===== config.mk =====
export PLATFORM = sky130hd
export DESIGN_NAME = doppler_spectrum_mean_trace_core_flat
export DESIGN_NICKNAME = d
export VERILOG_FILES = /design/src/hw/rtl/dsmt_pkg.sv /design/src/hw/rtl/dsmt_if.sv /design/src/hw/rtl/dsmt_accum.sv /design/src/hw/rtl/dsmt_divider.sv /design/src/hw/rtl/doppler_spectrum_mean_trace_core.sv /design/src/flat_wrapper.sv
export SDC_FILE = /design/constraint.sdc
export NUM_CORES = 1
export LEC_CHECK = 0
export BUFFER_PORTS_ARGS = -buffer_cell sky130_fd_sc_hd__clkbuf_2
export CORE_MARGIN = 5
export CORE_UTILIZATION = 58
export DETAILED_ROUTE_END_ITERATION = 8
export GPL_TIMING_DRIVEN = 0
export PLACE_DENSITY_LB_ADDON = 0.25
export REMOVE_ABC_BUFFERS = 1
export SETUP_SLACK_MARGIN = 0.2
export SLEW_MARGIN = 40
export SYNTH_ARGS = -nofsm -noshare
export SYNTH_HDL_FRONTEND = slang
export SYNTH_SLANG_ARGS = --single-unit

===== constraint.sdc =====
create_clock -name clk -period 14.65 [get_ports clk]
set_input_delay 1.465 -clock clk [delete_from_list [all_inputs] [get_ports clk]]
set_output_delay 1.465 -clock clk [all_outputs]
set_load 0.005 [all_outputs]

===== src/hw/rtl/dsmt_pkg.sv =====
// Shared constants, codes and types of the Doppler spectrum mean tracker.
// Used by the channel interfaces and by every module of the block.
`timescale 1ns / 1ps
`default_nettype none

package dsmt_pkg;

    localparam int MAX_BINS  = 512;
    localparam int MIN_BINS  = 4;
    localparam int MAX_EVEN  = MAX_BINS - (MAX_BINS % 2);

    localparam int N_W       = $clog2(MAX_BINS + 1);
    localparam int HALF_W    = N_W - 1;
    localparam int CNT_W     = N_W;
    localparam int SUM_W     = 2 * N_W - 3;
    localparam int DEN_W     = CNT_W + HALF_W - 1;
    localparam int FRAC_W    = 15;
    localparam int NUM_W     = SUM_W + FRAC_W + 2;
    localparam int STEP_W    = $clog2(FRAC_W + 1);

    localparam int BIN_W     = 8;
    localparam int THR_W     = 9;
    localparam int PEAK_W    = 11;
    localparam int MEAN_W    = 16;
    localparam int S_W       = ((N_W > PEAK_W) ? N_W : PEAK_W) + 2;

    localparam int CFG_W     = (N_W > THR_W) ? N_W : THR_W;
    localparam int CFG_IDX_W = 1;

    localparam logic [N_W-1:0]    FFT_SIZE_RST  = N_W'(256);
    localparam logic [THR_W-1:0]  THRESHOLD_RST = THR_W'(51);
    localparam logic [FRAC_W-1:0] Q_MAX         = '1;

    typedef enum logic [CFG_IDX_W-1:0] {
        REG_FFT_SIZE  = 1'b0,
        REG_THRESHOLD = 1'b1
    } cfg_reg_t;

    typedef enum logic [2:0] {
        DV_IDLE,
        DV_MUL,
        DV_LOAD,
        DV_STEP,
        DV_DONE
    } div_state_t;

    typedef struct packed {
        logic [SUM_W-1:0]  pos_sum;
        logic [CNT_W-1:0]  pos_count;
        logic [SUM_W-1:0]  neg_sum;
        logic [CNT_W-1:0]  neg_count;
        logic [HALF_W-1:0] half;
    } line_totals_t;

endpackage

`default_nettype wire


===== src/hw/rtl/dsmt_if.sv =====
// Valid/ready channel interfaces: spectrum bins in, mean pairs out.
// Depends on dsmt_pkg for the field widths.
`timescale 1ns / 1ps
`default_nettype none

interface dsmt_bin_if;
    import dsmt_pkg::*;

    logic                     valid;
    logic                     ready;
    logic [BIN_W-1:0]         bin_value;
    logic signed [PEAK_W-1:0] pos_peak_bins;
    logic signed [PEAK_W-1:0] neg_peak_bins;

    modport source (output valid, bin_value, pos_peak_bins, neg_peak_bins, input ready);
    modport sink   (input valid, bin_value, pos_peak_bins, neg_peak_bins, output ready);
endinterface

interface dsmt_mean_if;
    import dsmt_pkg::*;

    logic                     valid;
    logic                     ready;
    logic signed [MEAN_W-1:0] pos_mean;
    logic signed [MEAN_W-1:0] neg_mean;

    modport source (output valid, pos_mean, neg_mean, input ready);
    modport sink   (input valid, pos_mean, neg_mean, output ready);
endinterface

`default_nettype wire


===== src/hw/rtl/dsmt_accum.sv =====
// Per-bin accumulator: qualifies each bin and keeps the sums and counts of both sides.
// Depends on dsmt_pkg.
`timescale 1ns / 1ps
`default_nettype none

module dsmt_accum (
    input  logic                             clk,
    input  logic                             rst_n,
    input  logic                             take,
    input  logic [dsmt_pkg::BIN_W-1:0]       bin_value,
    input  logic signed [dsmt_pkg::PEAK_W-1:0] pos_peak_bins,
    input  logic signed [dsmt_pkg::PEAK_W-1:0] neg_peak_bins,
    input  logic [dsmt_pkg::N_W-1:0]         n_bins,
    input  logic [dsmt_pkg::THR_W-1:0]       threshold,
    output dsmt_pkg::line_totals_t           totals,
    output logic                             line_end
);
    import dsmt_pkg::*;

    logic [N_W-1:0]    idx_reg, idx_next;
    logic [N_W-1:0]    pos_lim_reg, pos_lim_next;
    logic [N_W-1:0]    neg_start_reg, neg_start_next;
    logic [SUM_W-1:0]  pos_sum_reg, pos_sum_next;
    logic [SUM_W-1:0]  neg_sum_reg, neg_sum_next;
    logic [CNT_W-1:0]  pos_cnt_reg, pos_cnt_next;
    logic [CNT_W-1:0]  neg_cnt_reg, neg_cnt_next;
    logic [HALF_W-1:0] half_reg;
    logic              line_end_reg;

    logic [HALF_W-1:0]   half;
    logic                first;
    logic                pass;
    logic                pos_hit;
    logic                neg_hit;
    logic                last;
    logic signed [S_W-1:0] pp_s, np_s, n_s, half_s, st_s;
    logic [N_W-1:0]      lim_new, start_new;
    logic [SUM_W-1:0]    pos_base, neg_base;
    logic [CNT_W-1:0]    pos_cbase, neg_cbase;

    assign half   = n_bins[N_W-1:1];
    assign first  = (idx_reg == '0);
    assign pp_s   = S_W'(pos_peak_bins);
    assign np_s   = S_W'(neg_peak_bins);
    assign n_s    = signed'({{(S_W-N_W){1'b0}}, n_bins});
    assign half_s = signed'({{(S_W-HALF_W){1'b0}}, half});
    assign st_s   = n_s + np_s - S_W'(1);

    always_comb
    begin
        if (pp_s < 0)
        begin
            lim_new = '0;
        end
        else if (pp_s > half_s)
        begin
            lim_new = N_W'(half) + N_W'(1);
        end
        else
        begin
            lim_new = pp_s[N_W-1:0] + N_W'(1);
        end

        // The start is held inside the negative half: at most N-1, above half.
        if (st_s > n_s - S_W'(1))
        begin
            start_new = n_bins - N_W'(1);
        end
        else if (st_s <= half_s)
        begin
            start_new = N_W'(half) + N_W'(1);
        end
        else
        begin
            start_new = st_s[N_W-1:0];
        end
    end

    always_comb
    begin
        pos_lim_next   = first ? lim_new : pos_lim_reg;
        neg_start_next = first ? start_new : neg_start_reg;
        pos_base       = first ? '0 : pos_sum_reg;
        neg_base       = first ? '0 : neg_sum_reg;
        pos_cbase      = first ? '0 : pos_cnt_reg;
        neg_cbase      = first ? '0 : neg_cnt_reg;

        pass    = ({1'b0, bin_value} > threshold);
        pos_hit = pass && (idx_reg < pos_lim_next);
        neg_hit = pass && (idx_reg >= neg_start_next) && (idx_reg < n_bins);

        pos_sum_next = pos_base + (pos_hit ? SUM_W'(idx_reg) : '0);
        pos_cnt_next = pos_cbase + (pos_hit ? CNT_W'(1) : '0);
        neg_sum_next = neg_base + (neg_hit ? SUM_W'(n_bins - idx_reg) : '0);
        neg_cnt_next = neg_cbase + (neg_hit ? CNT_W'(1) : '0);

        last     = ({1'b0, idx_reg} + (N_W+1)'(1)) >= {1'b0, n_bins};
        idx_next = last ? '0 : idx_reg + N_W'(1);
    end

    always_ff @(posedge clk or negedge rst_n)
    begin
        if (!rst_n)
        begin
            idx_reg       <= '0;
            pos_lim_reg   <= '0;
            neg_start_reg <= '0;
            pos_sum_reg   <= '0;
            neg_sum_reg   <= '0;
            pos_cnt_reg   <= '0;
            neg_cnt_reg   <= '0;
            line_end_reg  <= 1'b0;
        end
        else
        begin
            line_end_reg <= take && last;
            if (take)
            begin
                idx_reg       <= idx_next;
                pos_lim_reg   <= pos_lim_next;
                neg_start_reg <= neg_start_next;
                pos_sum_reg   <= pos_sum_next;
                neg_sum_reg   <= neg_sum_next;
                pos_cnt_reg   <= pos_cnt_next;
                neg_cnt_reg   <= neg_cnt_next;
            end
        end
    end

    // The half size that divides the means is the one in force at the last bin.
    always_ff @(posedge clk)
    begin
        if (take && last)
        begin
            half_reg <= half;
        end
    end

    assign totals.pos_sum   = pos_sum_reg;
    assign totals.pos_count = pos_cnt_reg;
    assign totals.neg_sum   = neg_sum_reg;
    assign totals.neg_count = neg_cnt_reg;
    assign totals.half      = half_reg;
    assign line_end         = line_end_reg;

endmodule

`default_nettype wire


===== src/hw/rtl/dsmt_divider.sv =====
// Shared multiply and restoring compare-subtract unit under a small sequencer.
// Turns both sides' sums and counts into rounded Q0.15 magnitudes. Depends on dsmt_pkg.
`timescale 1ns / 1ps
`default_nettype none

module dsmt_divider (
    input  logic                        clk,
    input  logic                        rst_n,
    input  logic                        start,
    input  logic                        ack,
    input  dsmt_pkg::line_totals_t      totals,
    output logic                        idle,
    output logic                        done,
    output logic [dsmt_pkg::FRAC_W-1:0] pos_q,
    output logic [dsmt_pkg::FRAC_W-1:0] neg_q
);
    import dsmt_pkg::*;

    div_state_t        st_reg, st_next;
    logic              sel_reg;
    logic [DEN_W-1:0]  den_reg;
    logic [NUM_W-1:0]  rem_reg;
    logic [NUM_W-1:0]  dsh_reg;
    logic [STEP_W-1:0] k_reg;
    logic [FRAC_W-1:0] q_reg;
    logic              sat_reg;
    logic              zero_reg;
    logic [FRAC_W-1:0] pos_q_reg;
    logic [FRAC_W-1:0] neg_q_reg;

    logic [SUM_W-1:0]        sum_sel;
    logic [CNT_W-1:0]        cnt_sel;
    logic [CNT_W+HALF_W-1:0] prod;
    logic                    fits;
    logic [NUM_W-1:0]        diff;
    logic                    top_step;
    logic [FRAC_W-1:0]       q_step;
    logic                    sat_step;
    logic [FRAC_W-1:0]       side_res;

    assign sum_sel = sel_reg ? totals.neg_sum : totals.pos_sum;
    assign cnt_sel = sel_reg ? totals.neg_count : totals.pos_count;
    assign prod    = cnt_sel * totals.half;

    // q = (sum * 2^16 + den) / (2 * den); a set bit at weight 2^15 means saturation.
    assign fits     = (rem_reg >= dsh_reg);
    assign diff     = rem_reg - dsh_reg;
    assign top_step = (k_reg == STEP_W'(FRAC_W));
    assign q_step   = q_reg | ((fits && !top_step) ? (FRAC_W'(1) << k_reg) : '0);
    assign sat_step = sat_reg | (fits && top_step);
    assign side_res = zero_reg ? '0 : (sat_step ? Q_MAX : q_step);

    always_comb
    begin
        st_next = st_reg;
        case (st_reg)
            DV_IDLE:
            begin
                if (start)
                begin
                    st_next = DV_MUL;
                end
            end
            DV_MUL:  st_next = DV_LOAD;
            DV_LOAD: st_next = DV_STEP;
            DV_STEP:
            begin
                if (k_reg == '0)
                begin
                    st_next = sel_reg ? DV_DONE : DV_MUL;
                end
            end
            DV_DONE:
            begin
                if (ack)
                begin
                    st_next = DV_IDLE;
                end
            end
            default: st_next = DV_IDLE;
        endcase
    end

    always_comb
    begin
        idle = 1'b0;
        done = 1'b0;
        case (st_reg)
            DV_IDLE: idle = 1'b1;
            DV_DONE: done = 1'b1;
            default:
            begin
                idle = 1'b0;
                done = 1'b0;
            end
        endcase
    end

    always_ff @(posedge clk or negedge rst_n)
    begin
        if (!rst_n)
        begin
            st_reg  <= DV_IDLE;
            sel_reg <= 1'b0;
        end
        else
        begin
            st_reg <= st_next;
            if (st_reg == DV_IDLE)
            begin
                sel_reg <= 1'b0;
            end
            else if (st_reg == DV_STEP && k_reg == '0)
            begin
                sel_reg <= 1'b1;
            end
        end
    end

    always_ff @(posedge clk)
    begin
        case (st_reg)
            DV_MUL:
            begin
                den_reg <= prod[DEN_W-1:0];
            end
            DV_LOAD:
            begin
                rem_reg  <= NUM_W'({sum_sel, {(FRAC_W+1){1'b0}}}) + NUM_W'(den_reg);
                dsh_reg  <= NUM_W'({den_reg, {(FRAC_W+1){1'b0}}});
                k_reg    <= STEP_W'(FRAC_W);
                q_reg    <= '0;
                sat_reg  <= 1'b0;
                zero_reg <= (cnt_sel == '0);
            end
            DV_STEP:
            begin
                rem_reg <= fits ? diff : rem_reg;
                dsh_reg <= dsh_reg >> 1;
                k_reg   <= k_reg - STEP_W'(1);
                q_reg   <= q_step;
                sat_reg <= sat_step;
                if (k_reg == '0)
                begin
                    if (sel_reg)
                    begin
                        neg_q_reg <= side_res;
                    end
                    else
                    begin
                        pos_q_reg <= side_res;
                    end
                end
            end
            default:
            begin
            end
        endcase
    end

    assign pos_q = pos_q_reg;
    assign neg_q = neg_q_reg;

    a_start_idle: assert property (@(posedge clk) disable iff (!rst_n)
        start |-> (st_reg == DV_IDLE))
        else $error("line end arrived while the divider was busy");

    a_second_side: assert property (@(posedge clk) disable iff (!rst_n)
        (st_reg == DV_STEP && k_reg == '0 && !sel_reg) |=> (st_reg == DV_MUL && sel_reg))
        else $error("negative side did not follow the positive side");

    a_hold_done: assert property (@(posedge clk) disable iff (!rst_n)
        (st_reg == DV_DONE && !ack)
        |=> (st_reg == DV_DONE && $stable(pos_q_reg) && $stable(neg_q_reg)))
        else $error("finished means changed before hand-off");

endmodule

`default_nettype wire


===== src/hw/rtl/doppler_spectrum_mean_trace_core.sv =====
// Top level of the Doppler spectrum mean tracker: configuration registers, bin
// accumulator, shared divider and output register. Depends on dsmt_pkg, dsmt_if,
// dsmt_accum and dsmt_divider.
//
//   Channel    Dir   Request carries
//   spectrum   in    bin_value, pos_peak_bins, neg_peak_bins (peaks used at bin 0)
//   means      out   pos_mean, neg_mean (Q1.15), one request per spectrum line
//   cfg        in    cfg_we, cfg_index, cfg_data (write only)
//
// Bins are taken one per cycle while the divider is idle. After the last bin of a line,
// spectrum.ready stays low while the line closes, each side runs in the shared divider
// (one multiply, one load and 16 compare-subtract steps) and the pair is handed over.
// The finished pair sits in the output register, so the next line is accepted while
// means is stalled; a second line end waits in the divider until that register frees.
// Reset gives fft_size 256, threshold 51 and an empty line.
`timescale 1ns / 1ps
`default_nettype none

module doppler_spectrum_mean_trace_core (
    input  logic                              clk,
    input  logic                              rst_n,
    dsmt_bin_if.sink                          spectrum,
    dsmt_mean_if.source                       means,
    input  logic                              cfg_we,
    input  logic [dsmt_pkg::CFG_IDX_W-1:0]    cfg_index,
    input  logic [dsmt_pkg::CFG_W-1:0]        cfg_data
);
    import dsmt_pkg::*;

    logic [N_W-1:0]    fft_size_reg;
    logic [THR_W-1:0]  threshold_reg;
    logic              out_valid_reg;
    logic [MEAN_W-1:0] pos_mean_reg;
    logic [MEAN_W-1:0] neg_mean_reg;

    logic [N_W-1:0]    n_even;
    logic [N_W-1:0]    n_bins;
    logic              take;
    logic              line_end;
    logic              div_idle;
    logic              div_done;
    logic              ack;
    logic [FRAC_W-1:0] pos_q;
    logic [FRAC_W-1:0] neg_q;
    line_totals_t      totals;

    always_ff @(posedge clk or negedge rst_n)
    begin
        if (!rst_n)
        begin
            fft_size_reg  <= FFT_SIZE_RST;
            threshold_reg <= THRESHOLD_RST;
        end
        else if (cfg_we)
        begin
            case (cfg_reg_t'(cfg_index))
                REG_FFT_SIZE:  fft_size_reg  <= cfg_data[N_W-1:0];
                REG_THRESHOLD: threshold_reg <= cfg_data[THR_W-1:0];
                default:
                begin
                end
            endcase
        end
    end

    // Odd sizes drop their low bit, then the size is held to the supported range.
    always_comb
    begin
        n_even = {fft_size_reg[N_W-1:1], 1'b0};
        if (n_even < N_W'(MIN_BINS))
        begin
            n_bins = N_W'(MIN_BINS);
        end
        else if (n_even > N_W'(MAX_BINS))
        begin
            n_bins = N_W'(MAX_EVEN);
        end
        else
        begin
            n_bins = n_even;
        end
    end

    assign spectrum.ready = div_idle && !line_end;
    assign take           = spectrum.valid && spectrum.ready;
    assign ack            = div_done && (!out_valid_reg || means.ready);

    dsmt_accum u_accum (
        .clk           (clk),
        .rst_n         (rst_n),
        .take          (take),
        .bin_value     (spectrum.bin_value),
        .pos_peak_bins (spectrum.pos_peak_bins),
        .neg_peak_bins (spectrum.neg_peak_bins),
        .n_bins        (n_bins),
        .threshold     (threshold_reg),
        .totals        (totals),
        .line_end      (line_end)
    );

    dsmt_divider u_divider (
        .clk    (clk),
        .rst_n  (rst_n),
        .start  (line_end),
        .ack    (ack),
        .totals (totals),
        .idle   (div_idle),
        .done   (div_done),
        .pos_q  (pos_q),
        .neg_q  (neg_q)
    );

    always_ff @(posedge clk or negedge rst_n)
    begin
        if (!rst_n)
        begin
            out_valid_reg <= 1'b0;
        end
        else if (ack)
        begin
            out_valid_reg <= 1'b1;
        end
        else if (means.ready)
        begin
            out_valid_reg <= 1'b0;
        end
    end

    always_ff @(posedge clk)
    begin
        if (ack)
        begin
            pos_mean_reg <= {1'b0, pos_q};
            neg_mean_reg <= MEAN_W'(0) - {1'b0, neg_q};
        end
    end

    assign means.valid    = out_valid_reg;
    assign means.pos_mean = pos_mean_reg;
    assign means.neg_mean = neg_mean_reg;

endmodule

`default_nettype wire


===== src/flat_wrapper.sv =====
// flat-port wrapper written by rule: the top's interface ports become plain ports
module doppler_spectrum_mean_trace_core_flat import dsmt_pkg::*;
  (clk, rst_n, cfg_we, cfg_index, cfg_data, spectrum_valid, spectrum_bin_value, spectrum_pos_peak_bins, spectrum_neg_peak_bins, spectrum_ready, means_valid, means_pos_mean, means_neg_mean, means_ready);
  dsmt_bin_if spectrum_i ();
  dsmt_mean_if means_i ();
  input  logic clk;
  input  logic rst_n;
  input  logic cfg_we;
  input  logic [dsmt_pkg::CFG_IDX_W-1:0] cfg_index;
  input  logic [dsmt_pkg::CFG_W-1:0] cfg_data;
  input wire logic [$bits(spectrum_i.valid)-1:0] spectrum_valid;
  input wire logic [$bits(spectrum_i.bin_value)-1:0] spectrum_bin_value;
  input wire logic [$bits(spectrum_i.pos_peak_bins)-1:0] spectrum_pos_peak_bins;
  input wire logic [$bits(spectrum_i.neg_peak_bins)-1:0] spectrum_neg_peak_bins;
  output wire logic [$bits(spectrum_i.ready)-1:0] spectrum_ready;
  output wire logic [$bits(means_i.valid)-1:0] means_valid;
  output wire logic [$bits(means_i.pos_mean)-1:0] means_pos_mean;
  output wire logic [$bits(means_i.neg_mean)-1:0] means_neg_mean;
  input wire logic [$bits(means_i.ready)-1:0] means_ready;
  assign spectrum_i.valid = spectrum_valid;
  assign spectrum_i.bin_value = spectrum_bin_value;
  assign spectrum_i.pos_peak_bins = spectrum_pos_peak_bins;
  assign spectrum_i.neg_peak_bins = spectrum_neg_peak_bins;
  assign spectrum_ready = spectrum_i.ready;
  assign means_valid = means_i.valid;
  assign means_pos_mean = means_i.pos_mean;
  assign means_neg_mean = means_i.neg_mean;
  assign means_i.ready = means_ready;
  doppler_spectrum_mean_trace_core u_core (.clk(clk), .rst_n(rst_n), .spectrum(spectrum_i), .means(means_i), .cfg_we(cfg_we), .cfg_index(cfg_index), .cfg_data(cfg_data));
endmodule

## After elaboration in Yosys (flattened, before gate mapping)

Index checks and enable logic that the tools add are counted.

- Flip-flop bits (word level): 286
- Output and inout port bits: 34
- Input port bits: 46
- Logic and storage cells: 135

- Add/sub/neg operators: 17
- Bitwise operators: 4
- Eq/ne operators: 9
- Muxes and demuxes: 39
- $lt $le $gt $ge: 12
- Shift-type cells: 1
- Multiply operators: 1
- Reduce and logical (&&, ||, !) cells: 27

Operators with widths:

| kind | number |
|---|---|
| 34-bit one-hot mux with 2 select lines | 2 |
| 10-bit two-way mux | 13 |
| 17-bit two-way mux | 4 |
| 15-bit two-way mux | 3 |
| 33-bit by 18-bit adder with 34-bit output | 1 |
| 34-bit >= comparator | 1 |
| 34-bit two-way mux | 1 |
| 34-bit subtractor | 1 |
| 15-bit one-hot mux with 2 select lines | 1 |
| 10-bit by 1-bit adder with 10-bit output | 2 |
| 10-bit by 1-bit adder with 10-bit output, second input constant | 2 |
| 10-bit logical NOT | 2 |
| 10-bit less-than comparator | 2 |
| 10-bit by 9-bit multiplier with 18-bit output | 1 |
| 17-bit by 10-bit adder with 17-bit output | 1 |
| 17-bit adder | 1 |
| 1-bit by 15-bit subtractor with 16-bit output, first input constant | 1 |
| 15-bit bitwise OR | 1 |
| 3-bit one-hot mux with 5 select lines | 1 |
| 1-bit by 4-bit << shifter with 15-bit output, first input constant | 1 |
| 13-bit by 11-bit greater-than comparator with 1-bit output | 1 |
| 13-bit by 10-bit less-or-equal comparator with 1-bit output | 1 |
| 12-bit by 2-bit subtractor with 13-bit output, second input constant | 1 |
| 11-bit by 11-bit adder with 12-bit output | 1 |
| 33 further kinds | 64 |

## Depth between registers and ports, before layout

- Word-level depth: 14
- Gate-level depth with buffers: 42
- Mapped depth without buffers: 40

## By module

Synthesis repeated with hierarchy kept, for this count alone.

- Cell total of the unflattened synthesis: 2267
- Area, all modules: 22162.5 um2

Modules (own cells, without submodules):

| module | cells each | sequential area each (um2) | area each (um2) | times used |
|---|---|---|---|---|
| dsmt_divider | 1113 | 4214.0 | 11115.7 | 1 |
| dsmt_accum | 1024 | 2397.3 | 9019.9 | 1 |
| doppler_spectrum_mean_trace_core | 130 | 1412.6 | 2026.9 | 1 |

## Least setup slack after synthesis

Ideal clock, no wire load.

- Path kind: input -> register
- Start: input spectrum_neg_peak_bins[1]
- End: register u_core.u_accum.neg_sum_reg[16]
- Library setup time: 0.137 ns
- Cell stages on the path: 38
- Data required time: 14.513 ns
- Buffers on the path: 2
- Setup slack: 6.614 ns
- Arrival time: 7.899 ns
- Cells stage by stage: inv_1 -> ha_1 -> inv_1 -> ha_1 -> fa_1 -> a21o_1 -> nand4_1 -> nand3b_1 -> xor2_1 -> ha_1 -> nor2b_1 -> o21ai_0 -> o211ai_1 -> nor2b_1 -> a2111oi_2 -> a21oi_1 -> buf_6 -> mux2i_1 -> (+2 left out) -> o21ai_0 -> nor2_1 -> a21oi_1 -> a211oi_1 -> o21ai_0 -> clkbuf_1 -> nor2_1 -> ha_1 -> fa_1 -> a211oi_1 -> o21a_1 -> o31ai_1 -> o41a_1 -> nand2b_1 -> a31oi_1 -> xor2_1 -> mux2i_1 -> a21oi_1

- Longest elaborated chain between the ends: 11
- Elaborated cells on any way between the ends: 12
- Classes of those cells: add/sub: 3; order compare: 3; mux: 4; reduce/logical: 2

Ends and longest elaborated chain:

| what | line | text |
|---|---|---|
| start, declared | flat_wrapper.sv:14 | `input wire logic [$bits(spectrum_i.neg_peak_bins)-1:0] spectrum_neg_peak_bins;` |
| 11-bit by 11-bit adder with 12-bit output (*) | dsmt_accum.sv:47 | `assign st_s = n_s + np_s - S_W'(1);` |
| 12-bit by 2-bit subtractor with 13-bit output (*) | dsmt_accum.sv:47 |  |
| 13-bit by 10-bit less-or-equal comparator with 1-bit output | dsmt_accum.sv:69 | `else if (st_s <= half_s)` |
| 10-bit two-way mux | dsmt_accum.sv:69 |  |
| 10-bit two-way mux (*) | dsmt_accum.sv:65 | `if (st_s > n_s - S_W'(1))` |
| 10-bit two-way mux (*) | dsmt_accum.sv:82 | `neg_start_next = first ? start_new : neg_start_reg;` |
| 10-bit >= comparator (*) | dsmt_accum.sv:90 | `neg_hit = pass && (idx_reg >= neg_start_next) && (idx_reg < n_bins);` |
| 1-bit logical AND (*) (2 in a row) | dsmt_accum.sv:90 |  |
| 17-bit two-way mux (*) | dsmt_accum.sv:94 | `neg_sum_next = neg_base + (neg_hit ? SUM_W'(n_bins - idx_reg) : '0);` |
| 17-bit adder (*) | dsmt_accum.sv:94 |  |
| end signal, assigned | dsmt_accum.sv:123 | `neg_sum_reg <= neg_sum_next;` |
| end, declared | dsmt_accum.sv:24 | `logic [SUM_W-1:0] neg_sum_reg, neg_sum_next;` |

Mark *: on every way between the ends. The rest lies on a longest branch, timed or not.
A chain may end at the register's enable or synchronous reset.

## Final worst setup path

- Start: register u_core.fft_size_reg[9]
- End: register u_core.u_accum.neg_sum_reg[16]

- Longest elaborated chain between the ends: 14
- Elaborated cells on any way between the ends: 21
- Classes of those cells: add/sub: 7; order compare: 6; mux: 6; reduce/logical: 2

Ends and longest elaborated chain:

| what | line | text |
|---|---|---|
| start, declared | doppler_spectrum_mean_trace_core.sv:30 | `logic [N_W-1:0] fft_size_reg;` |
| start signal, assigned | doppler_spectrum_mean_trace_core.sv:57 | `REG_FFT_SIZE: fft_size_reg <= cfg_data[N_W-1:0];` |
| 10-bit greater-than comparator | doppler_spectrum_mean_trace_core.sv:74 | `else if (n_even > N_W'(MAX_BINS))` |
| 10-bit two-way mux | doppler_spectrum_mean_trace_core.sv:74 |  |
| 10-bit two-way mux (*) | doppler_spectrum_mean_trace_core.sv:70 | `if (n_even < N_W'(MIN_BINS))` |
| named net u_core.n_bins[1] | doppler_spectrum_mean_trace_core.sv:37 | `logic [N_W-1:0] n_bins;` |
| 11-bit by 11-bit adder with 12-bit output | dsmt_accum.sv:47 |  |
| 12-bit by 2-bit subtractor with 13-bit output | dsmt_accum.sv:47 |  |
| 13-bit by 10-bit less-or-equal comparator with 1-bit output | dsmt_accum.sv:69 |  |
| 10-bit two-way mux | dsmt_accum.sv:69 |  |
| 10-bit two-way mux | dsmt_accum.sv:65 |  |
| 10-bit two-way mux | dsmt_accum.sv:82 |  |
| 10-bit >= comparator | dsmt_accum.sv:90 |  |
| 1-bit logical AND (2 in a row) | dsmt_accum.sv:90 |  |
| 17-bit two-way mux (*) | dsmt_accum.sv:94 |  |
| 17-bit adder (*) | dsmt_accum.sv:94 |  |

Mark *: on every way through the listed nets, which the timed path passes. The rest lies on a longest branch.

==> results_dict.tcl <==
set metrics [dict create \
    p_comb_share_pct 49.4 \
    clk_latency_ps 520 \
    required_ps 15020 \
    cts_hold_buf 0 \
    num-nets-final 2597 \
    numClockSinks 285 \
    multi_input_area_um2 12400 \
    grt_max_degree 66 \
    fin_ws_ps 4440 \
    fin_crit_ps 10210 \
    core_um2 36500 \
    wl_met3_um 2110 \
    reg2regPathDepth 39 \
    finalHoldViolations 0 \
    synth_xor_area_share_pct 5.70 \
    timing.fmax_ghz 0.0979 \
    synth_top_cells_by_area "edfxtp_1 (25%), ha_1 (12%), dfrtp_1 (12%)" \
    cts_buffer_depth 3 \
    worstReg2RegStart "u_core.fft_size_reg[9]" \
    status "finished, final reports clean" \
    ant_nets 0 \
    relSlewSlack_pct 50.4 \
    cts_buffers 34 \
    grt_remaining_overflow 0 \
    rrSetupSlack_ps 4440 \
    dp_slack_ps 4600 \
    yosys_warnings 0 \
    die-area_um2 40800 \
    grt_pass1_vias 16700 \
    routed_wl_um 49000 \
    tightestPinTransition_ps 745 \
    total_power_w 0.00417 \
    yosys.cell_types.count 74 \
    hold_depth 0 \
    period_share_pct 69.7 \
    crit_fanout 16 \
    row_count 70 \
    num_antenna_cells 0 \
    synth-compound-area-share_pct 13.4 \
    die_w_um 202 \
    power.internal_w 0.00247 \
    start_kind "flip-flop" \
    drt_iter0_markers 913 \
    wl_per_cell_um 17.7 \
    clockRootBuffer "clkbuf_16" \
    initial_core_util_pct 58.5 \
    final-setup-viol-count 0 \
    firstDrtPassIters 5 \
    maxCapViolations 0 \
    hold_path_end "u_core.means.pos_mean[4]" \
    hold_class "reg2reg" \
    stdcell_count 2774 \
    postSynthCellCount 2219 \
    pin_count 80 \
    end_kind "flip-flop" \
    postSynthAreaPerCell_um2 9.62 \
    die_h_um 202 \
    drive_above_1_share_pct 10.3 \
    antenna_found_initial 0 \
    worstSetupPathType "reg2reg" \
    synth_flop_cell "edfxtp_1" \
    ctsResizeCount 0 \
    cts_tree "done" \
    n_fill_cell 2948 \
    rsz0062_at_grt "no" \
    drc 0 \
    arrival_ps 10590 \
    synth-seq-cells 285 \
    tns_ps 0 \
    area_delta_synth_final_pct 9.91 \
    synth_edf_count 177 \
    cp_common_cell "ha_1" \
    power_density_nw_per_um2 178 \
    yosysMostFrequentCell "nand2_1" \
    slew_violations 0 \
    critPathMaxStageDelay_ps 610 \
    r2r_end "u_core.u_accum.neg_sum_reg[16]" \
    cts_setup_buffers 0 \
    cp_top_family "compound AO/OA/AOI/OAI gates" \
    synth.top_cell.area_share_pct 24.9 \
    utilization_pct 64.3 \
    crit_buf_inv 2 \
    numPortBuffers 78 \
    track_usage_pct 24.0 \
    regArea_um2 8030 \
    synth_common_cells "nand2_1 (251), ha_1 (208), inv_1 (191)" \
    synth_area_leader_cell "edfxtp_1" \
    p_sw_w 0.00170 \
    routed_via_density 5.85 \
    synthArstFlopShare_pct 37.9 \
    gp_congestion 0.923 \
    routed.top_layer "met4" \
    dr_wl_met2_um 24500 \
    wl_met1_um 21100 \
    syn-cell-area_um2 21400 \
    synthSimpleGateAreaFrac_pct 16.2 \
    swShare_pct 40.7 \
    placedCellCount 2712 \
    p_clk_share_pct 19.8 \
    ir_worst_vdd_v 0.000153 \
    leakagePower_nw 10.6 \
    p_seq_share_pct 30.7 \
    clkSlewWorstSetupHoldPaths_ps 60 \
    dp_hpwl_um 36800 \
    cts_htree_levels 2 \
    skew_ps 16.6 \
    grt_pass1_wl_um 81900 \
    slowest_stage "a41oi_2" \
    synth_fa_ha_area_share_pct 18.1 \
    hold_start "u_core.u_divider.pos_q[4]" \
    muxShareOfSynthArea_pct 4.22 \
    synth_seq_area_share_pct 37.6 \
    vias 16200 \
    synth_top_family_by_area "adder cells" \
]
[metal layers]
metal | GRT usage (%) | vias to the layer above
met5 | 0 | -
met2 | 43.1 | 406
met4 | 7.59 | 0
li1 | - | 7940
met3 | 2.55 | 79
met1 | 30.6 | 7796
[worst reg2reg max path, delay by kind of cell, from the launching register on]
kind	cells	cell delay (ps)
compound gates	16	4090
fa+ha+maj	7	2220
simple gates	9	1360
mux	3	660
xor+xnor	2	640
flops	1	600
buf+inv	2	480
[final cells by class]
| class | count | share of cell area, % |
|---|---|---|
| clock inverter | 21 | 0.762 |
| inverter | 191 | 3.07 |
| sequential | 285 | 34.2 |
| multi-input combinational | 1673 | 52.9 |
| clock buffer | 41 | 3.91 |
| timing repair buffer | 95 | 2.69 |
| tap | 468 | 2.49 |
[worst max path at each step]
stage / cells after the start / end / startpoint
final: 39 / u_core.u_accum.neg_sum_reg[16] / u_core.fft_size_reg[9]
after global routing: 39 / u_core.u_accum.neg_sum_reg[16] / u_core.fft_size_reg[9]
after CTS: 39 / u_core.u_accum.neg_sum_reg[16] / u_core.fft_size_reg[9]
after detailed placement: 39 / u_core.u_accum.neg_sum_reg[16] / u_core.fft_size_reg[9]
after global placement: 39 / u_core.u_accum.neg_sum_reg[16] / u_core.fft_size_reg[9]
after floorplan: 37 / u_core.u_accum.neg_sum_reg[16] / spectrum_neg_peak_bins[1]
[logic make-up (layout without fill, tap and decap cells)]
kind of cell,Yosys count,count (layout)
AND/OR/NAND/NOR,715,715
AO/OA/AOI/OAI,460,460
flip-flops,285,285
adder cells (fa/ha/maj),271,271
buffers and inverters,262,348
XOR/XNOR,139,139
multiplexers,85,85
other,2,3
[cell usage in the layout, fill, tap and decap left out, drive strengths merged, types with 54 or more instances in the layout]
master and count:
clkbuf 119, fa 63, and2 74, a21oi 127
xnor2 79, edfxtp 177, nand2 251, nand3 54
ha 208, xor2 60, dfrtp 103, o21ai 142
inv 195, nor2 136
[through the flow]
step           hold slack, ps  instance area, um^2
6_report                  417                23500
5_1_grt                   428                23500
2_1_floorplan             400                21100
3_5_place_dp              405                22400
3_3_place_gp              404                22000
4_1_cts                   418                23500
[power groups by stage]
stage               clock [W]  combinational (W)  sequential [W]
floorplan                   0            0.00150         0.00126
global placement            0            0.00190         0.00130
detailed placement          0            0.00204         0.00129
CTS                  0.000844            0.00205         0.00128
global route         0.000878            0.00232         0.00130
finish               0.000826            0.00206         0.00128
Note: power is estimated with default switching activity, not from simulation.
